File: config.mk
export PLATFORM = sky130hd
export DESIGN_NAME = nmea_sentence_validator_flat
export DESIGN_NICKNAME = d
export VERILOG_FILES = /design/src/sv/nsv_pkg.sv /design/src/sv/nsv_if.sv /design/src/sv/nsv_sentence_core.sv /design/src/sv/nmea_sentence_validator.sv /design/src/flat_wrapper.sv
export SDC_FILE = /design/constraint.sdc
export NUM_CORES = 1
export LEC_CHECK = 0
export ABC_AREA = 1
export BUFFER_PORTS_ARGS = -buffer_cell sky130_fd_sc_hd__buf_2
export CELL_PAD_IN_SITES_DETAIL_PLACEMENT = 1
export CELL_PAD_IN_SITES_GLOBAL_PLACEMENT = 2
export CORE_ASPECT_RATIO = 1.25
export CORE_MARGIN = 2
export CORE_UTILIZATION = 30
export DETAILED_ROUTE_END_ITERATION = 8
export GPL_ROUTABILITY_DRIVEN = 0
export GPL_TIMING_DRIVEN = 0
export PLACE_DENSITY = 0.83
export SLEW_MARGIN = 5
export SYNTH_ARGS = -nofsm -noshare
export SYNTH_HDL_FRONTEND = slang
export SYNTH_SLANG_ARGS = --single-unit
File: constraint.sdc
create_clock -name clk_i -period 5.2 [get_ports clk_i]
set_clock_uncertainty 0.2 [all_clocks]
set_input_delay 0 -clock clk_i [delete_from_list [all_inputs] [get_ports clk_i]]
set_output_delay 0 -clock clk_i [all_outputs]
set_load 0.05 [all_outputs]
File: src/sv/nsv_pkg.sv
`timescale 1ns / 1ps
`default_nettype none
// -----------------------------------------------------------------------------
// nsv_pkg
// Shared types, codes and character constants of the NMEA sentence validator.
// -----------------------------------------------------------------------------
package nsv_pkg;

  localparam logic [7:0] ChDollar = 8'h24;  // '$'
  localparam logic [7:0] ChComma  = 8'h2C;  // ','
  localparam logic [7:0] ChStar   = 8'h2A;  // '*'
  localparam logic [7:0] ChOne    = 8'h31;  // '1'
  localparam logic [7:0] ChA      = 8'h41;  // 'A'
  localparam logic [7:0] ChZero   = 8'h30;  // '0'

  localparam logic [47:0] GgaText = "$GPGGA";
  localparam logic [47:0] RmcText = "$GPRMC";

  // Header length, fix field positions, saturation limits
  localparam logic [2:0] HdrLen    = 3'd6;
  localparam logic [2:0] GgaFixFld = 3'd6;
  localparam logic [2:0] RmcFixFld = 3'd2;
  localparam logic [2:0] CntMax    = 3'd7;
  localparam logic [1:0] StarMax   = 2'd3;

  typedef enum logic [1:0] {
    KIND_UNKNOWN = 2'd0,
    KIND_GGA     = 2'd1,
    KIND_RMC     = 2'd2
  } nsv_kind_e;

  typedef enum logic [2:0] {
    ERR_OK       = 3'd0,
    ERR_HEADER   = 3'd1,
    ERR_NO_FIX   = 3'd2,
    ERR_NO_STAR  = 3'd3,
    ERR_CHECKSUM = 3'd4
  } nsv_err_e;

  typedef struct packed {
    logic      ok;
    nsv_kind_e kind;
    nsv_err_e  err;
  } nsv_result_t;

  // Byte idx of a six-character header string, first character at the top
  function automatic logic [7:0] text_byte(input logic [47:0] txt, input logic [2:0] idx);
    logic [7:0] ch;
    case (idx)
      3'd0:    ch = txt[47:40];
      3'd1:    ch = txt[39:32];
      3'd2:    ch = txt[31:24];
      3'd3:    ch = txt[23:16];
      3'd4:    ch = txt[15:8];
      3'd5:    ch = txt[7:0];
      default: ch = 8'h00;
    endcase
    return ch;
  endfunction

  // Uppercase hex digit for a nibble
  function automatic logic [7:0] hex_char(input logic [3:0] nib);
    logic [7:0] ch;
    if (nib < 4'd10) ch = ChZero + {4'd0, nib};
    else             ch = ChA + {4'd0, nib} - 8'd10;
    return ch;
  endfunction

endpackage
`default_nettype wire

File: src/sv/nsv_if.sv
`timescale 1ns / 1ps
`default_nettype none
// -----------------------------------------------------------------------------
// nsv_in_if / nsv_out_if
// Valid/ready channels: sentence bytes in, validation results out.
// -----------------------------------------------------------------------------
interface nsv_in_if;
  logic       valid;
  logic       ready;
  logic [7:0] data_byte;
  logic       last_byte;

  modport source (output valid, data_byte, last_byte, input ready);
  modport sink   (input valid, data_byte, last_byte, output ready);
endinterface

interface nsv_out_if;
  logic       valid;
  logic       ready;
  logic       sentence_ok;
  logic [1:0] sentence_kind;
  logic [2:0] error_code;

  modport source (output valid, sentence_ok, sentence_kind, error_code, input ready);
  modport sink   (input valid, sentence_ok, sentence_kind, error_code, output ready);
endinterface
`default_nettype wire

File: src/sv/nsv_sentence_core.sv
`timescale 1ns / 1ps
`default_nettype none
// -----------------------------------------------------------------------------
// nsv_sentence_core
// Per-sentence parse state and the single-beat update: field split, header
// and fix checks, checksum XOR and hex compare, final verdict.
// -----------------------------------------------------------------------------
module nsv_sentence_core
  import nsv_pkg::*;
(
  input  wire logic        clk_i,
  input  wire logic        rst_ni,
  input  wire logic        beat_i,   // process one byte this cycle
  input  wire logic [7:0]  byte_i,
  input  wire logic        last_i,
  output nsv_result_t      result_o  // valid with a last byte
);

  logic       start_q, start_d;
  logic [2:0] fld_q, fld_d;
  logic [2:0] chr_q, chr_d;
  logic       gga_q, gga_d;
  logic       rmc_q, rmc_d;
  logic       fix_q, fix_d;
  logic [7:0] xacc_q, xacc_d;
  logic       star_q, star_d;
  logic [1:0] nstar_q, nstar_d;
  logic [1:0] hexm_q, hexm_d;
  logic       gga_f, rmc_f;

  always_comb begin
    // Sentence start: restart from a clean slate
    fld_d   = start_q ? 3'd0 : fld_q;
    chr_d   = start_q ? 3'd0 : chr_q;
    gga_d   = start_q ? 1'b1 : gga_q;
    rmc_d   = start_q ? 1'b1 : rmc_q;
    fix_d   = start_q ? 1'b0 : fix_q;
    xacc_d  = start_q ? 8'd0 : xacc_q;
    star_d  = start_q ? 1'b0 : star_q;
    nstar_d = start_q ? 2'd0 : nstar_q;
    hexm_d  = start_q ? 2'd0 : hexm_q;

    if (byte_i == ChComma) begin
      if (fld_d == 3'd0 && chr_d != HdrLen) begin
        gga_d = 1'b0;
        rmc_d = 1'b0;
      end
      if (fld_d != CntMax) fld_d = fld_d + 3'd1;
      chr_d = 3'd0;
    end else begin
      if (fld_d == 3'd0 && chr_d < HdrLen) begin
        if (byte_i != text_byte(GgaText, chr_d)) gga_d = 1'b0;
        if (byte_i != text_byte(RmcText, chr_d)) rmc_d = 1'b0;
      end
      if (gga_d && fld_d == GgaFixFld)
        fix_d = (chr_d == 3'd0) && (byte_i == ChOne);
      if (rmc_d && fld_d == RmcFixFld && chr_d == 3'd0)
        fix_d = (byte_i == ChA);
      if (chr_d != CntMax) chr_d = chr_d + 3'd1;
    end

    // Checksum: the leading byte never enters the XOR
    if (!start_q) begin
      if (!star_d) begin
        if (byte_i == ChStar) star_d = 1'b1;
        else                  xacc_d = xacc_d ^ byte_i;
      end else begin
        if (nstar_d == 2'd0 && byte_i == hex_char(xacc_d[7:4])) hexm_d[0] = 1'b1;
        if (nstar_d == 2'd1 && byte_i == hex_char(xacc_d[3:0])) hexm_d[1] = 1'b1;
        if (nstar_d != StarMax) nstar_d = nstar_d + 2'd1;
      end
    end

    start_d = last_i;

    // Header still open at the end counts only if exactly six characters
    gga_f = gga_d;
    rmc_f = rmc_d;
    if (fld_d == 3'd0 && chr_d != HdrLen) begin
      gga_f = 1'b0;
      rmc_f = 1'b0;
    end

    if (gga_f)      result_o.kind = KIND_GGA;
    else if (rmc_f) result_o.kind = KIND_RMC;
    else            result_o.kind = KIND_UNKNOWN;

    if (!gga_f && !rmc_f)   result_o.err = ERR_HEADER;
    else if (!fix_d)        result_o.err = ERR_NO_FIX;
    else if (!star_d)       result_o.err = ERR_NO_STAR;
    else if (hexm_d != 2'b11) result_o.err = ERR_CHECKSUM;
    else                    result_o.err = ERR_OK;

    result_o.ok = (result_o.err == ERR_OK);
  end

  always_ff @(posedge clk_i or negedge rst_ni) begin
    if (!rst_ni) begin
      start_q <= 1'b1;
      fld_q   <= 3'd0;
      chr_q   <= 3'd0;
      gga_q   <= 1'b0;
      rmc_q   <= 1'b0;
      fix_q   <= 1'b0;
      xacc_q  <= 8'd0;
      star_q  <= 1'b0;
      nstar_q <= 2'd0;
      hexm_q  <= 2'd0;
    end else if (beat_i) begin
      start_q <= start_d;
      fld_q   <= fld_d;
      chr_q   <= chr_d;
      gga_q   <= gga_d;
      rmc_q   <= rmc_d;
      fix_q   <= fix_d;
      xacc_q  <= xacc_d;
      star_q  <= star_d;
      nstar_q <= nstar_d;
      hexm_q  <= hexm_d;
    end
  end

endmodule
`default_nettype wire

File: src/sv/nmea_sentence_validator.sv
`timescale 1ns / 1ps
`default_nettype none
// -----------------------------------------------------------------------------
// nmea_sentence_validator
// Checks NMEA GGA/RMC sentences byte by byte: header, fix status, checksum.
// -----------------------------------------------------------------------------
// Usage:
//   in_i  : one sentence byte per beat; last_byte marks the final byte. The
//           byte after a final byte (or the first after reset) opens a new
//           sentence.
//   out_o : one result beat per sentence (sentence_ok, sentence_kind,
//           error_code); bytes that are not final produce no beat.
// Structure: input register -> combinational parse/verdict logic -> result
//   register. Parse state lives in nsv_sentence_core.
// Throughput: one byte per cycle, except while a final byte waits for the
//   result register to free (see Stall).
// Result path: a final byte is held in the input register, then its result
//   is registered in the result register, which drives out_o.
// Stall: while a result waits on out_o, non-final bytes keep flowing; a
//   final byte waits in the input register, with in_i.ready low, until the
//   result register frees.
// Reset (async, active low): clears both registers' valid bits and returns
//   the parser to the start of a sentence.
// -----------------------------------------------------------------------------
module nmea_sentence_validator
  import nsv_pkg::*;
(
  input  wire logic  clk_i,
  input  wire logic  rst_ni,
  nsv_in_if.sink     in_i,
  nsv_out_if.source  out_o
);

  // Input register
  logic       s1_valid_q, s1_valid_d;
  logic [7:0] s1_byte_q;
  logic       s1_last_q;

  // Result register
  logic        out_valid_q, out_valid_d;
  nsv_result_t out_res_q;
  nsv_result_t core_res;

  logic out_free;  // result register can take a new result this cycle
  logic fire;      // registered byte goes through the parser
  logic take;      // input beat accepted

  assign out_free = !out_valid_q || out_o.ready;
  // A final byte needs a free result slot; other bytes never wait
  assign fire     = s1_valid_q && (!s1_last_q || out_free);
  assign in_i.ready = !s1_valid_q || fire;
  assign take     = in_i.valid && in_i.ready;

  assign s1_valid_d  = take || (s1_valid_q && !fire);
  assign out_valid_d = (fire && s1_last_q) || (out_valid_q && !out_o.ready);

  nsv_sentence_core u_core (
    .clk_i    (clk_i),
    .rst_ni   (rst_ni),
    .beat_i   (fire),
    .byte_i   (s1_byte_q),
    .last_i   (s1_last_q),
    .result_o (core_res)
  );

  always_ff @(posedge clk_i or negedge rst_ni) begin
    if (!rst_ni) begin
      s1_valid_q  <= 1'b0;
      out_valid_q <= 1'b0;
    end else begin
      s1_valid_q  <= s1_valid_d;
      out_valid_q <= out_valid_d;
    end
  end

  // Payload registers, no reset
  always_ff @(posedge clk_i) begin
    if (take) begin
      s1_byte_q <= in_i.data_byte;
      s1_last_q <= in_i.last_byte;
    end
    if (fire && s1_last_q) begin
      out_res_q <= core_res;
    end
  end

  assign out_o.valid         = out_valid_q;
  assign out_o.sentence_ok   = out_res_q.ok;
  assign out_o.sentence_kind = out_res_q.kind;
  assign out_o.error_code    = out_res_q.err;

endmodule
`default_nettype wire

File: src/flat_wrapper.sv
// flat-port wrapper written by rule: the top's interface ports become plain ports
module nmea_sentence_validator_flat import nsv_pkg::*;
  (clk_i, rst_ni, in_i_valid, in_i_data_byte, in_i_last_byte, in_i_ready, out_o_valid, out_o_sentence_ok, out_o_sentence_kind, out_o_error_code, out_o_ready);
  nsv_in_if in_i_i ();
  nsv_out_if out_o_i ();
  input  wire logic clk_i;
  input  wire logic rst_ni;
  input wire logic [$bits(in_i_i.valid)-1:0] in_i_valid;
  input wire logic [$bits(in_i_i.data_byte)-1:0] in_i_data_byte;
  input wire logic [$bits(in_i_i.last_byte)-1:0] in_i_last_byte;
  output wire logic [$bits(in_i_i.ready)-1:0] in_i_ready;
  output wire logic [$bits(out_o_i.valid)-1:0] out_o_valid;
  output wire logic [$bits(out_o_i.sentence_ok)-1:0] out_o_sentence_ok;
  output wire logic [$bits(out_o_i.sentence_kind)-1:0] out_o_sentence_kind;
  output wire logic [$bits(out_o_i.error_code)-1:0] out_o_error_code;
  input wire logic [$bits(out_o_i.ready)-1:0] out_o_ready;
  assign in_i_i.valid = in_i_valid;
  assign in_i_i.data_byte = in_i_data_byte;
  assign in_i_i.last_byte = in_i_last_byte;
  assign in_i_ready = in_i_i.ready;
  assign out_o_valid = out_o_i.valid;
  assign out_o_sentence_ok = out_o_i.sentence_ok;
  assign out_o_sentence_kind = out_o_i.sentence_kind;
  assign out_o_error_code = out_o_i.error_code;
  assign out_o_i.ready = out_o_ready;
  nmea_sentence_validator u_core (.clk_i(clk_i), .rst_ni(rst_ni), .in_i(in_i_i), .out_o(out_o_i));
endmodule
==> results of run 1 <==
-- synth_stat cells, types with 7 or more instances --
master	count
a21oi_1	7
dfrtp_1	24
edfxtp_1	15
ha_1	14
inv_1	47
nand2_1	107
nand3_1	30
nand4_1	9
nor2_1	35
nor3_1	10
o21ai_0	35
xor2_1	9
-- logic make-up (layout without fill, tap and decap cells) --
kind of cell,after synthesis,count (layout),synth area share
AND/OR/NAND/NOR,203,203,0.3212
buffers and inverters,57,98,0.08157
AO/OA/AOI/OAI,53,53,0.1069
flip-flops,40,40,0.3968
adder cells (fa/ha/maj),14,14,0.06452
XOR/XNOR,9,9,0.02903
-- area by class of cell --
type / instances / area [um^2]
plain buffers: 7 / 33.78
clock buffers: 5 / 68.82
clock inverters: 3 / 46.29
fillers: 1156 / 5538
inverters: 50 / 187.7
multi-input cells: 279 / 1416
flip-flops and latches: 40 / 1077
well taps: 120 / 150.1
repair buffers: 33 / 230.2
-- metal layers --
layer,global-route usage,wire length (um),up-vias
li1,-,-,1324
met1,0.2336,3758,1303
met2,0.3365,4389,36
met3,0.02308,155,7
met4,0.05224,102,0
met5,0,0,-
-- timing repair --
item	CTS	global route
endpoints found under the hold margin	36	0
hold buffers	13	0
setup endpoints to repair	0	0
gates resized for setup	0	0
-- through the flow --
stage / cell area (um^2) / total power (W) / hold slack [ns]
after floorplan: 2715 / 0.0006335 / -0.4956
after global placement: 2965 / 0.0007160 / -0.1628
after detailed placement: 2965 / 0.0007263 / -0.1518
after CTS: 3211 / 0.001003 / 0.05597
after global routing: 3211 / 0.001065 / 0.08546
final: 3211 / 0.0009964 / 0.04820
-- where the power goes --
part | internal [W] | switching [W] | leakage, nW | total (W)
clock network | 0.000145 | 0.000123 | 0.0548 | 0.000267
logic | 0.000112 | 0.000226 | 0.995 | 0.000339
registers | 0.000362 | 0.0000283 | 0.467 | 0.000390
total | 0.000619 | 0.000377 | 1.52 | 0.000996
-- state kept, by name, indices dropped and copies added (netlist names) --
register / count
u_core.s1_byte_q: 8
u_core.u_core.xacc_q: 8
u_core.out_o.error_code: 3
u_core.u_core.chr_q: 3
u_core.u_core.fld_q: 3
u_core.out_o.sentence_kind: 2
u_core.u_core.hexm_q: 2
u_core.u_core.nstar_q: 2
u_core.out_o.sentence_ok: 1
u_core.out_o.valid: 1
u_core.s1_last_q: 1
u_core.s1_valid_q: 1
u_core.u_core.fix_q: 1
u_core.u_core.gga_q: 1
u_core.u_core.rmc_q: 1
u_core.u_core.star_q: 1
u_core.u_core.start_q: 1
-- path summary, 6_finish.rpt --
check | from | endpoint | slack [ns] | cells after the start
worst max-delay path | u_core.u_core.start_q$_DFFE_PN1P_ | u_core.out_o.error_code[2]$_DFFE_PP_ | 1.91 | 17
worst min-delay path | rst_ni | u_core.u_core.chr_q[0]$_DFFE_PN0P_ | 0.05 | 2
worst max register to register | u_core.u_core.start_q$_DFFE_PN1P_ | u_core.out_o.error_code[2]$_DFFE_PP_ | 1.91 | 17
worst min register to register | u_core.u_core.xacc_q[7]$_DFFE_PN0P_ | u_core.u_core.xacc_q[7]$_DFFE_PN0P_ | 0.28 | 1
max in group asynchronous | rst_ni | u_core.u_core.rmc_q$_DFFE_PN0P_ | 4.34 | 2
min in group clk_i | in_i_data_byte[0] | u_core.s1_byte_q[0]$_DFFE_PP_ | 0.20 | 2
==> results.txt, run 1 <==
FMAX: 303.7 MHz
antenna diode count: 0
row count: 38
antenna violations before repair: 0
grt ovf: 0
Post-synth ARST share: 0.6250
worst setup margin: 1.907 ns
final core occ: 0.3670
DIE AREA: 9832 um^2
Starting DRT DRC Count: 64
Syn Std Cell Area: 2715 um^2
Final setup viols: 0
Yosys top cell by area: dfrtp_1
Cell Pwr Density: 310.3 nW/um^2
first drt pass iteration count: 4
Max Cap Violations: 0
worst-path maximum fanout: 10
required time of the critical path: 5.17 ns
drc violations: 0
clock-pin slew of the registers on the worst-case setup and hold paths: 0.09 ns
CTS sink cnt: 40
CP delay by family, top: simple AND/OR/NAND/NOR gates
number of synthesized flops with an enable pin: 15
CP most frequent cell: nor2_1
vias post-DR: 2670
IO Pins: 21
Final Non-Filler Cells: 537
slowest stage delay, CP: 0.48 ns
Worst Setup End Kind: flip-flop
clock root cell: clkbuf_8
synthesized area per cell: 7.221 um^2
post-synthesis cell count: 376
commonest non-fill, non-tap cell in the layout: nand2_1
crit path cell chain: buf_2 -> nor2_1 -> inv_1 -> ha_1 -> inv_1 -> nor2_1 -> nand2_1 -> nand2_1 -> nor2_1 -> nand2_1 -> nor2_1 -> nand3_1 -> nand3_1 -> nand3_1 -> nand2_1 -> nand3_1 -> nor2_1
Slew HR: 0.5846
Final Max Slew Viols: 0
register area share after synthesis: 0.3968
vias in the first global route: 2718
largest net degree at the start of global routing: 26
post-synthesis cell type count: 33
Synth Flop Type: dfrtp_1
H-tree depth: 2
CP bufs+invs: 3
clock buffer depth: 2
Die Y: 110.4 um
DP Cell Count: 516
largest cells by area after synthesis: dfrtp_1, edfxtp_1, nand2_1
TritonCTS clock tree: built
first-pass GRT wire length: 13.92 mm
detailed-route wire length per cell: 15.65 um
worst-margin pin slew: 0.6166 ns
Initial Util: 0.3104
CP Class: reg -> reg
Tightest Hold Check Type: in -> async
CORE AREA: 8748 um^2
CTS buffer count: 5
I/O Buffers: 20
Seq cells post-synth: 40
Vias/cell: 4.972
Critical Path Slowest Stage Cell: nor2_1
P_leak: 1.517 nW
maximum VDD drop: 196.5 uV
post-synthesis net count: 403
Period Utilization, post-route: 0.6333
minimum clock period: 3.293 ns
pre-CTS setup slack: 1.909 ns
yosys warns: 0
final hold vios: 0
Post-CTS Setup Repair Bufs: 0
final WL: 8.406 mm
GRT Overall Usage: 0.1875
fin nets: 443
status: completed
die width: 89.09 um
area delta synth->final: 18.25%
post-route ant nets: 0
Critical Path Source Type: flip-flop
most frequent cells in the layout: nand2_1, inv_1, nor2_1, o21ai_0, nand3_1
Arr. time, crit path: 3.27 ns
setup TNS: 0 ns
RSZ-0062 raised after global routing: false
worst skew pair latency: 0.31 ns
Final HPWL DP: 6.341 mm
post-synth top area share: 0.2212
fraction of layout cells with a size suffix above 1: 0.08873
(Power assumes the default switching activity.)
==> inputs of run 2 (changes only) <==
--- a/config.mk
+++ b/config.mk
@@ -15,7 +15,7 @@
 export DETAILED_ROUTE_END_ITERATION = 8
 export GPL_ROUTABILITY_DRIVEN = 0
 export GPL_TIMING_DRIVEN = 0
-export PLACE_DENSITY = 0.83
+export PLACE_DENSITY = 0.85
 export SLEW_MARGIN = 5
 export SYNTH_ARGS = -nofsm -noshare
 export SYNTH_HDL_FRONTEND = slang
==> constraint.sdc (replaced) <==
create_clock -name clk_i -period 2.7 [get_ports clk_i]
set_clock_uncertainty 0.2 [all_clocks]
set_input_delay 0 -clock clk_i [delete_from_list [all_inputs] [get_ports clk_i]]
set_output_delay 0 -clock clk_i [all_outputs]
set_load 0.05 [all_outputs]
==> results.txt, run 2 (same netlist as run 1, synthesis figures left out) <==
worst-margin pin slew: 0.6147 ns (-0.001880 ns)
grt ovf: 0 (unchanged)
Tot Pwr: 0.002089 W (+110%)
detailed-route wire length per cell: 16.56 um (+5.8%)
clock power share: 0.248 (-0.020)
crit path launch: u_core.u_core.start_q$_DFFE_PN1P_
RSZ-0062 raised after global routing: true
pre-CTS setup slack: -0.6009 ns (-2.509 ns)
Max Cap Violations: 0 (unchanged)
switching share of power: 0.3948 (+0.01615)
CP Class: reg -> reg
Flop pwr share: 0.364 (-0.028)
vias in the first global route: 2924 (+7.6%)
drc violations: 0 (unchanged)
DIE AREA: 9832 um^2 (unchanged)
R2R depth: 17 (unchanged)
Initial Util: 0.3104 (unchanged)
Final setup viols: 1 (+1)
crit path cell chain: buf_8 -> nor2_4 -> inv_4 -> ha_4 -> nand3_1 -> a21oi_1 -> nand2_1 -> nor2_2 -> nand3_2 -> nand2_2 -> nand2_1 -> nand2_1 -> nand3_2 -> nand2_4 -> nand2_1 -> nand2_1 -> inv_1
r2r startpoint: u_core.u_core.start_q$_DFFE_PN1P_
antenna violations before repair: 0 (unchanged)
FF-to-FF setup slack: -0.0001 ns (-1.91 ns)
Critical Path Source Type: flip-flop
antenna diode count: 0 (unchanged)
worst skew pair latency: 0.30 ns (about the same)
Tightest Hold Check Type: in -> async
Slew HR: 0.5858 (+0.001267)
clock-pin slew of the registers on the worst-case setup and hold paths: 0.08 ns (about the same)
CORE AREA: 8748 um^2 (unchanged)
Worst Setup End Kind: flip-flop
Final Max Slew Viols: 0 (unchanged)
P_leak: 1.597 nW (+5.3%)
first-pass GRT wire length: 14.77 mm (+6.1%)
largest net degree at the start of global routing: 26 (unchanged)
CTS sink cnt: 40 (unchanged)
fraction of layout cells with a size suffix above 1: 0.2051 (+0.1164)
r2r endpoint: u_core.out_o.error_code[1]$_DFFE_PP_
row count: 38 (unchanged)
worst hold slack: 0.03511 ns (-0.01310 ns)
final WL: 9.091 mm (+8.1%)
Final HPWL DP: 6.455 mm (+1.8%)
required time of the critical path: 2.57 ns (-2.60 ns)
FMAX: 370.4 MHz (+22%)
minimum clock period: 2.700 ns (-0.5932 ns)
Period Utilization, post-route: 1.000 (+0.3667)
most frequent cells in the layout: nand2_1, inv_1, o21ai_0, nor2_1, dfrtp_1
Logic pwr share: 0.387 (+0.047)
final core occ: 0.4063 (+0.03933)
I/O Buffers: 20 (unchanged)
Internal Power: 0.001264 W (+100%)
post-route ant nets: 0 (unchanged)
Vias/cell: 4.974 (about the same)
TritonCTS clock tree: built
clock buffer depth: 2 (unchanged)
maximum VDD drop: 478.7 uV (+140%)
worst setup margin: -0.00009548 ns (-1.907 ns)
area delta synth->final: 30.92%
first drt pass iteration count: 4 (unchanged)
Die Y: 110.4 um (unchanged)
die width: 89.09 um (unchanged)
CTS buffer count: 5 (unchanged)
switching power: 0.0008249 W (+120%)
Critical Path Slowest Stage Cell: dfstp_2
Arr. time, crit path: 2.57 ns (-0.70 ns)
clock root cell: clkbuf_8
status: finished, violations left
vias post-DR: 2731 (+2.3%)
H-tree depth: 2 (unchanged)
fin nets: 455 (+2.7%)
IO Pins: 21 (unchanged)
failing checks: setup timing
CP most frequent cell: nand2_1
final hold vios: 0 (unchanged)
commonest non-fill, non-tap cell in the layout: nand2_1
Cell Pwr Density: 587.8 nW/um^2 (+89%)
slowest stage delay, CP: 0.61 ns (+0.13 ns)
Top Registers: u_core.s1_byte_q: 8 flops, u_core.u_core.xacc_q: 8 flops
worst-path maximum fanout: 7 (-3)
GRT Overall Usage: 0.1963 (+0.008832)
Starting DRT DRC Count: 107 (+67%)
run 2: cell count changes in the layout (fill, tap and decap cells not counted), sizes merged:
cell / delta
buf: +12
clkinvlp: +1
inv: -1
run 2: final cells by class:
type                       count  area, um^2
fill                        1103        5194
inverter                      50       201.4
sequential                    40        1077
multi-input combinational    279        1639
buffer                         7       50.05
tap                          120       150.1
timing repair buffer          45       321.6
clock buffer                   5       68.82
clock inverter                 3       46.29
run 2: routing by layer:
layer,track usage,up-vias,share of wire
met5,0,-,0
met4,0.07463,0,0.022
met3,0.01489,11,0.015
met2,0.3566,35,0.54
met1,0.2381,1334,0.42
li1,-,1351,-
run 2: power groups by stage:
| stage | combinational (W) | clock [W] | sequential [W] |
|---|---|---|---|
| after CTS | 0.000727 | 0.000526 | 0.000755 |
| after floorplan | 0.000458 | 0 | 0.000762 |
| after detailed placement | 0.000639 | 0 | 0.000764 |
| final | 0.000809 | 0.000519 | 0.000761 |
| after global placement | 0.000616 | 0 | 0.000760 |
| after global routing | 0.000903 | 0.000547 | 0.000771 |
run 2: through the flow:
| step | std cells | cell area, um^2 | TNS, ns |
|---|---|---|---|
| finish | 549 | 3555 | -0.00009548 |
| global route | 549 | 3555 | -0.7656 |
| CTS | 544 | 3357 | 0 |
| detailed placement | 516 | 2965 | -3.735 |
| global placement | 516 | 2965 | -3.233 |
| floorplan | 376 | 2715 | 0 |
run 2: worst max path at each step:
stage | end | slack (ns) | cells after the start
finish | u_core.out_o.error_code[1]$_DFFE_PP_ | -0.0001 | 17
global route | u_core.out_o.error_code[1]$_DFFE_PP_ | -0.19 | 17
CTS | u_core.out_o.error_code[2]$_DFFE_PP_ | 0.004 | 13
detailed placement | u_core.out_o.error_code[2]$_DFFE_PP_ | -0.60 | 17
global placement | u_core.out_o.error_code[1]$_DFFE_PP_ | -0.55 | 18
floorplan | u_core.out_o.error_code[1]$_DFFE_PP_ | 0.07 | 18
run 2: repair_timing:
action                                  CTS  global route
hold endpoints to repair                 36             0
gates resized for setup                  30            36
gates cloned                              1             0
endpoints found under the setup margin    9             6
hold buffers                             13             0
setup buffers                             6             5
pin swaps                                 6            13
run 2: worst max-delay path: cells and delay by family (launching register included):
family | cells | cell delay, ns
compound gates | 1 | 0.17
fa+ha+maj | 1 | 0.20
buf+inv | 3 | 0.27
flops | 1 | 0.61
simple gates | 12 | 1.00
==> inputs of run 3 (changes only) <==
--- a/config.mk
+++ b/config.mk
@@ -11,11 +11,13 @@
 export CELL_PAD_IN_SITES_GLOBAL_PLACEMENT = 2
 export CORE_ASPECT_RATIO = 1.25
 export CORE_MARGIN = 2
-export CORE_UTILIZATION = 30
+export CORE_UTILIZATION = 31
 export DETAILED_ROUTE_END_ITERATION = 8
 export GPL_ROUTABILITY_DRIVEN = 0
 export GPL_TIMING_DRIVEN = 0
-export PLACE_DENSITY = 0.85
+export MAX_ROUTING_LAYER = met4
+export PLACE_DENSITY = 0.87
+export SKIP_LAST_GASP = 1
 export SLEW_MARGIN = 5
 export SYNTH_ARGS = -nofsm -noshare
 export SYNTH_HDL_FRONTEND = slang
==> results.txt, run 3 (same netlist as run 1, synthesis figures left out) <==
Starting DRT DRC Count: 143 (+34%)
drc violations: 0 (unchanged)
final WL: 9.249 mm (+1.7%)
vias in the first global route: 2976 (+1.8%)
P_leak: 1.607 nW (+0.58%)
DP Cell Count: 516 (unchanged)
status: completed
vias post-DR: 2802 (+2.6%)
I/O Buffers: 20 (unchanged)
critical path depth: 19 (+2)
RSZ-0062 raised after global routing: true
Final Non-Filler Cells: 550 (+0.18%)
detailed-route wire length per cell: 16.82 um (+1.6%)
GRT Overall Usage: 0.2153 (+0.01899)
Initial Util: 0.3155 (+0.005144)
IO Pins: 21 (unchanged)
Final HPWL DP: 6.480 mm (+0.40%)
antenna diode count: 0 (unchanged)
CP most frequent cell: nand2_1
CP bufs+invs: 4 (+1)
Final Max Slew Viols: 0 (unchanged)
Worst Setup End Kind: flip-flop
worst hold slack: 0.05606 ns (+0.02095 ns)
Critical Path Slowest Stage Cell: dfstp_2
clock buffer depth: 2 (unchanged)
CTS buffer count: 5 (unchanged)
slowest stage delay, CP: 0.61 ns (about the same)
DIE AREA: 9528 um^2 (-3.1%)
grt ovf: 0 (unchanged)
Die Y: 108.6 um (-1.6%)
minimum clock period: 2.700 ns (-0.0002500 ns)
worst-path maximum fanout: 7 (unchanged)
post-route ant nets: 0 (unchanged)
worst skew pair latency: 0.31 ns (about the same)
largest net degree at the start of global routing: 26 (unchanged)
R2R depth: 19 (+2)
CTS sink cnt: 40 (unchanged)
Cell Pwr Density: 597.6 nW/um^2 (+1.7%)
crit path cell chain: buf_8 -> nor2_4 -> buf_12 -> ha_1 -> inv_1 -> nand2_1 -> nand2_1 -> nand2_1 -> nand2_1 -> nor2_1 -> nand3_2 -> nand2_2 -> nand2_1 -> nand2_1 -> nand3_2 -> nand2_4 -> nand2_2 -> nand2_1 -> inv_1
FMAX: 370.4 MHz (about the same)
area delta synth->final: 29.08%
Final setup viols: 0 (-1)
Top Registers: u_core.s1_byte_q: 8 flops, u_core.u_core.xacc_q: 8 flops
clock-pin slew of the registers on the worst-case setup and hold paths: 0.09 ns (about the same)
Slew HR: 0.5645 (-0.02130)
Vias/cell: 5.095 (+2.4%)
maximum VDD drop: 456.2 uV (-4.7%)
row count: 38 (unchanged)
CP delay by family, top: simple AND/OR/NAND/NOR gates
die width: 87.71 um (-1.6%)
r2r endpoint: u_core.out_o.error_code[1]$_DFFE_PP_
H-tree depth: 2 (unchanged)
commonest non-fill, non-tap cell in the layout: nand2_1
Critical Path Source Type: flip-flop
r2r startpoint: u_core.u_core.start_q$_DFFE_PN1P_
Tightest Hold Check Type: in -> async
Max Cap Violations: 0 (unchanged)
first drt pass iteration count: 5 (+1)
antenna violations before repair: 0 (unchanged)
CORE AREA: 8606 um^2 (-1.6%)
Filler Cell Count: 1072 (-2.8%)
Arr. time, crit path: 2.59 ns (+0.02 ns)
most frequent cells in the layout: nand2_1, inv_1, o21ai_0, nor2_1, dfrtp_1
required time of the critical path: 2.59 ns (+0.02 ns)
first-pass GRT wire length: 15.26 mm (+3.3%)
TritonCTS clock tree: built
fraction of layout cells with a size suffix above 1: 0.1814 (-0.02373)
clock root cell: clkbuf_8
FF-to-FF setup slack: 0.0002 ns (about the same)
final hold vios: 0 (unchanged)
CP Class: reg -> reg
fin nets: 456 (+0.22%)
Tot Pwr: 0.002094 W (+0.25%)
Period Utilization, post-route: 0.9999 (about the same)
worst-margin pin slew: 0.6508 ns (+0.03605 ns)
-- run 3: worst reg2reg max path: cells and delay by family, from the launching register on --
kind                       cells  cell delay (ns)
DFF                            1             0.61
buffers and inverters          4             0.34
adders and majority gates      1             0.28
and+or+nand+nor               14             1.04
-- run 3: power breakdown --
group	internal, W	total, W	switching, W
combinational	0.000302	0.000816	0.000514
sequential	0.000697	0.000757	0.0000599
clock	0.000279	0.000521	0.000243
total	0.00128	0.00209	0.000817
-- run 3: what timing repair did --
item                       CTS  global route
setup buffers                8             6
setup endpoints to repair    9             7
cloned                       1             0
pin swaps                    9            11
hold buffers                13             0
gates resized for setup     32            22
hold endpoints to repair    36             0
-- run 3: cell type report --
class | instances | area, um^2 | share of cell area
buffer | 7 | 50.05 | 0.01428
clock buffer | 5 | 68.82 | 0.01964
clock inverter | 3 | 47.55 | 0.01357
inverter | 50 | 207.7 | 0.05926
multi-input combinational | 279 | 1559 | 0.4448
sequential | 40 | 1077 | 0.3074
tap | 120 | 150.1 | 0.04284
timing repair buffer | 46 | 344.1 | 0.09818
-- run 3: through the flow --
step                      instance area (um^2)  utilization  setup TNS [ns]  setup slack [ns]
after floorplan                           2715            -               0           0.07385
after global placement                    2965       0.3446          -3.463           -0.5696
after detailed placement                  2965       0.3446          -4.273           -0.6454
after CTS                                 3386       0.3934               0         0.0009963
after global routing                      3505       0.4072         -0.9222           -0.2000
final                                     3505       0.4072               0         0.0001545
-- run 3: routing by layer --
layer,GRT usage,vias up,part of all wire
met5,-,-,0
met4,0.07363,0,0.030
met3,0.03104,25,0.025
met2,0.3847,65,0.54
met1,0.2435,1364,0.40
li1,-,1348,-
-- run 3: how the worst max path moves through the flow --
stage	from	endpoint	slack, ns
after floorplan	u_core.u_core.start_q$_DFFE_PN1P_	u_core.out_o.error_code[1]$_DFFE_PP_	0.07
after global placement	u_core.u_core.start_q$_DFFE_PN1P_	u_core.out_o.error_code[1]$_DFFE_PP_	-0.57
final	u_core.u_core.start_q$_DFFE_PN1P_	u_core.out_o.error_code[1]$_DFFE_PP_	0.0002
after CTS	u_core.s1_byte_q[1]$_DFFE_PP_	u_core.out_o.sentence_ok$_DFFE_PP_	0.001
after global routing	u_core.u_core.start_q$_DFFE_PN1P_	u_core.out_o.error_code[1]$_DFFE_PP_	-0.20
after detailed placement	u_core.u_core.start_q$_DFFE_PN1P_	u_core.out_o.error_code[0]$_DFFE_PP_	-0.65
